**src/rtl/core/assert_macros.svh**
```systemverilog
// assertion macros for the registry rtl
`ifndef ASSERT_MACROS_SVH
`define ASSERT_MACROS_SVH

// same-cycle implication, checked outside reset
`define HOR_ASSERT_NOW(label, ante, cons, msg) \
	label: assert property (@(posedge clk) disable iff (!arst_n) (ante) |-> (cons)) \
		else $error(msg);

// next-cycle implication, checked outside reset
`define HOR_ASSERT_NEXT(label, ante, cons, msg) \
	label: assert property (@(posedge clk) disable iff (!arst_n) (ante) |=> (cons)) \
		else $error(msg);

`endif

```
**src/rtl/core/hor_pkg.sv**
```systemverilog
// shared types and constants of the hashed object registry
`timescale 1ns / 1ps
package hor_pkg;
	localparam int ADDR_W   = 48;
	localparam int KIND_W   = 4;
	localparam int WORD_W   = 32;
	localparam int STATUS_W = 3;
	localparam int SLOT_W   = 10;
	localparam int HELD_W   = 11;

	// key mixing constants
	localparam int          MIX_PRE_SHIFT  = 4;
	localparam int          MIX_XOR_SHIFT1 = 17;
	localparam int          MIX_XOR_SHIFT2 = 11;
	localparam logic [31:0] MIX_MULT       = 32'hED5AD4BB;
	// product bits that reach the low 32 bits after the final xor
	localparam int          MIX_KEEP_W     = 32 + MIX_XOR_SHIFT2;

	typedef enum logic [STATUS_W-1:0] {
		ST_INSERTED  = 3'd0,
		ST_UPDATED   = 3'd1,
		ST_IGNORED   = 3'd2,
		ST_FULL      = 3'd3,
		ST_REBUILT   = 3'd4,
		ST_DUPLICATE = 3'd5
	} status_t;

	typedef struct packed {
		logic [KIND_W-1:0] kind;
		logic [WORD_W-1:0] count;
		logic [WORD_W-1:0] stride;
		logic [WORD_W-1:0] flags;
	} payload_t;
endpackage

```
**src/rtl/core/hor_hash.sv**
```systemverilog
// multi-cycle key mixer producing the first probe position
`timescale 1ns / 1ps
module hor_hash #(
	parameter int INDEX_CAPACITY = 2048
) (
	input  logic                              clk,
	input  logic                              arst_n,
	input  logic                              start,
	input  logic [hor_pkg::ADDR_W-1:0]        key,
	output logic                              done,
	output logic [$clog2(INDEX_CAPACITY)-1:0] pos
);
	import hor_pkg::*;

	localparam int  PW      = $clog2(INDEX_CAPACITY);
	localparam int  HI_W    = MIX_KEEP_W - 32;
	localparam bit  IS_POW2 = (INDEX_CAPACITY & (INDEX_CAPACITY - 1)) == 0;

	logic [ADDR_W-1:0]     h0;
	logic [ADDR_W-1:0]     h1;
	logic [MIX_KEEP_W-1:0] mix_s1;
	logic [63:0]           plo_s2;
	logic [HI_W-1:0]       phi_s2;
	logic [MIX_KEEP_W-1:0] prod;
	logic [MIX_KEEP_W-1:0] mixed;
	logic [31:0]           hash_s3;
	logic                  v1_q, v2_q, v3_q;

	assign h0    = key >> MIX_PRE_SHIFT;
	assign h1    = h0 ^ (h0 >> MIX_XOR_SHIFT1);
	assign prod  = plo_s2[MIX_KEEP_W-1:0] + {phi_s2, 32'd0};
	assign mixed = prod ^ (prod >> MIX_XOR_SHIFT2);

	always_ff @(posedge clk or negedge arst_n) begin
		if (!arst_n) begin
			v1_q <= 1'b0;
			v2_q <= 1'b0;
			v3_q <= 1'b0;
		end else begin
			v1_q <= start;
			v2_q <= v1_q;
			v3_q <= v2_q;
		end
	end

	// split product keeps each multiplier within 32 by 32
	always_ff @(posedge clk) begin
		mix_s1  <= h1[MIX_KEEP_W-1:0];
		plo_s2  <= {32'd0, mix_s1[31:0]} * {32'd0, MIX_MULT};
		phi_s2  <= HI_W'(mix_s1[MIX_KEEP_W-1:32] * MIX_MULT[HI_W-1:0]);
		hash_s3 <= mixed[31:0];
	end

	generate
		if (IS_POW2) begin : g_mask
			assign done = v3_q;
			assign pos  = hash_s3[PW-1:0];
		end else begin : g_reduce
			// reciprocal multiply gives the quotient or one less, then one correction
			localparam int          RS    = 31 + PW;
			localparam logic [63:0] RECIP = (64'd1 << RS) / 64'(INDEX_CAPACITY);
			localparam logic [31:0] CAP   = 32'(INDEX_CAPACITY);
			logic [63:0] qprod_s4;
			logic [31:0] hash_s4;
			logic [31:0] rem_s5;
			logic [31:0] quot;
			logic        v4_q, v5_q;

			assign quot = 32'(qprod_s4 >> RS);

			always_ff @(posedge clk or negedge arst_n) begin
				if (!arst_n) begin
					v4_q <= 1'b0;
					v5_q <= 1'b0;
				end else begin
					v4_q <= v3_q;
					v5_q <= v4_q;
				end
			end

			always_ff @(posedge clk) begin
				qprod_s4 <= {32'd0, hash_s3} * {32'd0, RECIP[31:0]};
				hash_s4  <= hash_s3;
				rem_s5   <= hash_s4 - quot * CAP;
			end

			assign done = v5_q;
			assign pos  = (rem_s5 >= CAP) ? PW'(rem_s5 - CAP) : rem_s5[PW-1:0];
		end
	endgenerate
endmodule

```
**config.mk**
```make
export PLATFORM = sky130hd
export DESIGN_NAME = hor_hash
export DESIGN_NICKNAME = d
export VERILOG_FILES = /design/src/rtl/core/assert_macros.svh /design/src/rtl/core/hor_pkg.sv /design/src/rtl/core/hor_hash.sv
export SDC_FILE = /design/constraint.sdc
export NUM_CORES = 1
export LEC_CHECK = 0
export BUFFER_PORTS_ARGS = -buffer_cell sky130_fd_sc_hd__buf_2
export CAP_MARGIN = 15
export CORE_ASPECT_RATIO = 0.5
export CORE_MARGIN = 4
export CORE_UTILIZATION = 35
export CTS_CLUSTER_SIZE = 40
export DETAILED_ROUTE_END_ITERATION = 16
export PLACE_DENSITY_LB_ADDON = 0.25
export SETUP_SLACK_MARGIN = 0.02
export SLEW_MARGIN = 20
export SYNTH_ARGS = -nofsm -noshare
export SYNTH_HDL_FRONTEND = slang
export SYNTH_SLANG_ARGS = --single-unit
```
**constraint.sdc**
```tcl
create_clock -name clk -period 4.93 [get_ports clk]
set_clock_uncertainty 0.1 [all_clocks]
set_input_delay 0.493 -clock clk [delete_from_list [all_inputs] [get_ports clk]]
set_output_delay 0.493 -clock clk [all_outputs]
set_load 0.02 [all_outputs]
```
==> results of run 1 <==
## metrics by stage
step	utilization (%)	hold WS, ns	TNS (ns)	std cells
after floorplan	-	0.0974	-0.0728	537
after global placement	43.5	0.192	-1.69	890
after detailed placement	43.5	0.195	-1.82	890
after CTS	47.5	0.155	-0.868	914
after global routing	48.5	0.157	-2.29	916
final	48.5	0.163	-0.849	916
## worst max-delay path by stage
stage	to	slack, ns	cells past startpoint
CTS	plo_s2[20]	-0.23	14
global placement	plo_s2[20]	-0.32	14
detailed placement	plo_s2[20]	-0.32	14
global route	plo_s2[20]	-0.37	20
floorplan	plo_s2[20]	-0.06	14
finish	plo_s2[20]	-0.21	20
## cell usage in the layout (no fill, tap or decap), types with 5 or more instances in the layout
cell and n:
a21o_1 10, fa_1 85, ha_4 24, buf_4 73, ha_1 87, xnor2_1 31
dfxtp_2 7, inv_1 131, inv_2 8, dfxtp_4 8, buf_6 6, xor2_1 41
dfxtp_1 40, buf_2 53, a21oi_2 5, a21oi_1 6, clkbuf_16 11
## registers in the layout, indices dropped and copies added (netlist names)
name,flops
mix_s1,22
plo_s2,22
hash_s3,11
v1_q,1
done,1
v2_q,1
## cell type report
class                   count  area (µm²)
clock inverters             4        30.0
repair buffers            136         951
flip-flops and latches     58        1210
inverters                 139         522
fillers                  1526        8500
multi-input cells         340        4720
well taps                 227         284
clock buffers              12         289
## cells by family (layout without fill, tap and decap cells)
family	Yosys count	count (layout)	share of synthesized area (%)
AOI/OAI and AO/OA	42	42	5.11
buffers and inverters	139	291	8.77
and+or+nand+nor	22	22	2.10
xor gates and xnor gates	75	75	11.0
DFF	58	58	19.8
adders and majority gates	201	201	53.2
## per-layer routing
metal,global-route usage [%],wire (µm),vias up
met5,0,0,-
met4,3.01,196,0
met3,2.81,447,16
met2,23.8,6020,58
met1,22.3,6840,1845
li1,-,-,1965
## repair_timing
item	CTS	global route
resized for setup	45	31
buffers inserted	7	2
pin swaps	57	29
setup endpoints to repair	10	11
hold buffers	1	0
hold endpoints to repair	3	0
==> results.yml, run 1 <==
setup_path:
  worstPathArrival_ns: 5.25
  worstRegToRegCells: 20
  reg2reg_from: "mix_s1[14]"
  cp_num_buf_inv: 6
  r2r_end: "plo_s2[20]"
  cpMostUsedCell: "fa_1"
  r2r_setup_slack_ns: -0.21
  slowest_delay_ns: 0.49
  criticalPathCategory: "flop to flop"
  cp-startpoint: "mix_s1[14]"
  required_ns: 5.04
  start_kind: "flop"
  slowest_stage: "fa_1"
  critPathCaptureType: "flop"
  crit_family: "adder cells"
  crit_chain: "ha_4, fa_1, inv_1, fa_1, inv_1, fa_1, inv_1, fa_1, inv_1, fa_1, inv_1, fa_1, inv_2, ha_4, a21o_1, a21oi_2, nor2b_1, o211ai_1, o211ai_1, xor2_1"
  crit_fanout: 5
cts:
  cts_num_sinks: 58
  clk_pin_slew_ns: 0.07
  h-tree-depth: 3
  clk_path_buf_depth: 2
  worstSkewPairLatency_ns: 0.34
  cts_tree: "built"
  cts-root-buf: "clkbuf_16"
  cts_made_buffers: 9
sta:
  tightest_slew_ns: 0.397
  fmax_mhz: 194
  grt_setup_unrepaired: "yes"
  layout_min_cycle_time_ns: 5.14
  final_hold_viol_count: 0
  final.setup.worst_slack_ns: -0.215
  setup_viol: 8
  slew_headroom_pct: 73.5
  drv_slew: 0
  final.period_utilization_pct: 104
global_routing:
  antenna_found_initial: 0
  grt_max_degree: 12
  grt_remaining_overflow: 0
  grt_util_all_layers_pct: 15.3
  grt_pass1_vias: 4307
  grt_first_pass_wirelength_um: 22400
drt:
  drt_iter0_drc: 98
  ant_nets: 0
  first_pass_iters: 5
  wl_per_cell_um: 14.7
  vias: 3884
  vias_per_cell: 4.24
  routed_wl_um: 13500
  drc: 0
logic_synthesis:
  synth_nets: 789
  ys_seq_area_share_pct: 19.8
  ys_ff_latch: 58
  synth_edf_count: 0
  netlist_instances: 537
  synth_cell_type_count: 29
  ys.warnings.count: 0
  synth.area.top_cells: "fa_1, ha_1, dfxtp_1, inv_1, xor2_1"
  post-synth-top-count-cell: "inv_1"
  avgSynthCellArea_um2: 11.1
  syn-cell-area_um2: 5950
  ys.flop_type: "dfxtp_1"
  synth_top_area_cell: "fa_1"
  synth_top_area_share_pct: 29.3
  synthArstFlopShare_pct: 5.17
  synth_top_cells_by_count: "inv_1, ha_1, fa_1"
place:
  place.gp.congestion: 0.832
  io_buffers: 53
  place_ws_ns: -0.318
  postPlaceCellArea_um2: 7190
  dp_hpwl_um: 11400
final_layout:
  diodes: 0
  syn_to_final_growth_pct: 34.7
  drive_gt1_share_pct: 33.8
  layout.nets: 936
  stdcell_area_um2: 8020
min_path:
  hold_end: "v1_q"
  whs_path_depth: 1
  hold_path_class: "input port to flop"
  hold_start: "start"
floorplanning:
  start_util_pct: 36.0
  io_pins: 63
  core_region_area_um2: 16500
  die_w_um: 192
  fp.dieH_um: 100
  rows: 33
  die-area_um2: 19300
outcome:
  status: "finished with violations"
  violations: "setup timing"
run:
  max_cap_viol_count: 0
Power of run 1 is not shown: default switching activity piles up to over one toggle a cycle in this logic, so the estimate is an artifact.
==> run 2, diff against run 1 <==
- ABC_AREA: not set -> 1
- BUFFER_PORTS_ARGS: -buffer_cell sky130_fd_sc_hd__buf_2 -> not set
- DONT_BUFFER_PORTS: not set -> 1
==> results.yml, run 2 <==
logic_synthesis:
  synthMuxAreaShare_pct: 0
  synth.area.top_cells: "fa_1, ha_1, dfxtp_1, inv_1, xor2_1"
  syn-cell-area_um2: 6460
  synth_compound_area_share_pct: 3.41
  synth_top_cells_by_count: "inv_1, ha_1, nand2_1"
  post-synth-top-count-cell: "inv_1"
  synth_top_area_cell: "fa_1"
  synthArstFlopShare_pct: 5.17
  ys_ff_latch: 58
  avgSynthCellArea_um2: 9.26
  synth_top_area_share_pct: 27.0
  synth_nets: 949
  ys.warnings.count: 0
  synth_top_family_by_area: "adder cells"
  synth_edf_count: 0
  synthXorXnorAreaFrac_pct: 7.05
  ys.flop_type: "dfxtp_1"
  synth_cell_type_count: 34
  ys_seq_area_share_pct: 18.2
  netlist_instances: 697
  synth-simple-area-share_pct: 11.4
  synth_adder_area_share_pct: 49.1
cts:
  clk_path_buf_depth: 2
  worstSkewPairLatency_ns: 0.34
  cts_num_sinks: 58
  cts_tree: "built"
  cts-root-buf: "clkbuf_16"
  clk_pin_slew_ns: 0.05
  cts_made_buffers: 9
  h-tree-depth: 3
setup_path:
  criticalPathCategory: "flop to flop"
  crit_fanout: 4
  worstPathArrival_ns: 5.17
  start_kind: "flop"
  critPathCaptureType: "flop"
  required_ns: 5.06
floorplanning:
  io_pins: 63
  fp.dieH_um: 104
  die_w_um: 200
  start_util_pct: 36.4
  die-area_um2: 20800
  rows: 34
  core_region_area_um2: 17700
run:
  max_cap_viol_count: 0
final_layout:
  seq_area_um2: 1210
  layout.nets: 1048
  syn_to_final_growth_pct: 29.7
  multi_input_area_um2: 5160
  drive_gt1_share_pct: 27.1
  top_regs: "mix_s1 (22), plo_s2 (22), hash_s3 (11)"
  final_common_cell: "inv_1"
  final_cell_mix: "inv_1, nand2_1, ha_1"
  diodes: 0
  fill_cells: 1633
drt:
  routed_wl_um: 14800
  ant_nets: 0
  drt_iter0_drc: 123
  vias: 4505
  drc: 0
  first_pass_iters: 4
  vias_per_cell: 4.35
  wl_per_cell_um: 14.3
sta:
  setup_viol: 5
  fmax_mhz: 198
  layout_min_cycle_time_ns: 5.04
  final_hold_viol_count: 0
  final.period_utilization_pct: 102
  grt_setup_unrepaired: "yes"
  drv_slew: 0
  final.setup.worst_slack_ns: -0.113
  tightest_slew_ns: 0.362
  slew_headroom_pct: 75.8
global_routing:
  grt_remaining_overflow: 0
  grt_pass1_vias: 4766
  grt_max_degree: 12
  grt_util_all_layers_pct: 15.1
  antenna_found_initial: 0
  grt_first_pass_wirelength_um: 24200
place:
  io_buffers: 0
  place_ws_ns: -0.297
  dp_hpwl_um: 12800
  place.gp.congestion: 0.865
outcome:
  violations: "setup timing"
  status: "finished with violations"
min_path:
  hold_path_class: "input port to flop"
-- run 2: routing by layer --
layer | part of all wire [%] | vias up | global-route usage (%)
met1 | 51 | 2131 | 21.4
li1 | - | 2303 | -
met2 | 45 | 60 | 23.8
met5 | 0 | - | 0
met4 | 0.84 | 0 | 2.91
met3 | 3.0 | 11 | 3.20
-- run 2: cells by family after synthesis --
kind of cell / after synthesis
DFF: 58
adders and majority gates: 201
buffers and inverters: 187
xor gates and xnor gates: 52
AOI/OAI and AO/OA: 32
and+or+nand+nor: 167
-- run 2: timing repair --
action,in CTS,in global routing
resized for setup,62,54
setup endpoints to repair,13,12
pin swaps,34,50
hold buffers,1,0
buffers inserted,3,3
endpoints found under the hold margin,3,0
-- run 2: stage by stage --
stage | instances | instance area (µm²) | utilization [%] | setup TNS, ns | hold slack [ns]
2_1_floorplan | 697 | 6510 | - | -0.00965 | 0.0974
3_3_place_gp | 1012 | 7430 | 41.9 | -2.13 | 0.0975
3_5_place_dp | 1012 | 7430 | 41.9 | -2.44 | 0.0975
4_1_cts | 1032 | 8090 | 45.6 | -0.464 | 0.0624
5_1_grt | 1035 | 8380 | 47.2 | -1.47 | 0.0586
6_report | 1035 | 8380 | 47.2 | -0.323 | 0.0811
-- run 2: final timing paths --
kind / start / endpoint / slack (ns) / cells after the start
setup / recovery: mix_s1[14] / plo_s2[20] / -0.11 / 20
hold / removal: start / v1_q / 0.08 / 0
setup reg to reg: mix_s1[14] / plo_s2[20] / -0.11 / 20
hold reg to reg: v1_q / v2_q / 0.25 / 0
max in group asynchronous: arst_n / v1_q / 4.28 / 1
min in group asynchronous: arst_n / done / 0.31 / 1
-- run 2: final cells by class --
class	instances	share of cell area [%]
clock buffers	9	2.69
flip-flops and latches	58	14.5
well taps	234	3.49
multi-input cells	452	61.6
repair buffers	88	8.53
clock inverters	7	0.821
inverters	187	8.38
-- run 2: worst max-delay path, cell delays in order, from the launching register on --
cell and delay, ns:
dfxtp_4 0.36, ha_4 0.24, fa_1 0.50, inv_2 0.04
fa_1 0.47, inv_1 0.05, fa_1 0.49, inv_1 0.05
fa_1 0.49, inv_2 0.04, fa_1 0.47, inv_1 0.05
fa_1 0.49, inv_2 0.05, ha_4 0.23, buf_4 0.14
a21oi_4 0.16, o21ai_1 0.09, a31oi_1 0.18, nand3_1 0.11
xor2_1 0.15
Power of run 2 is left out for the same reason.
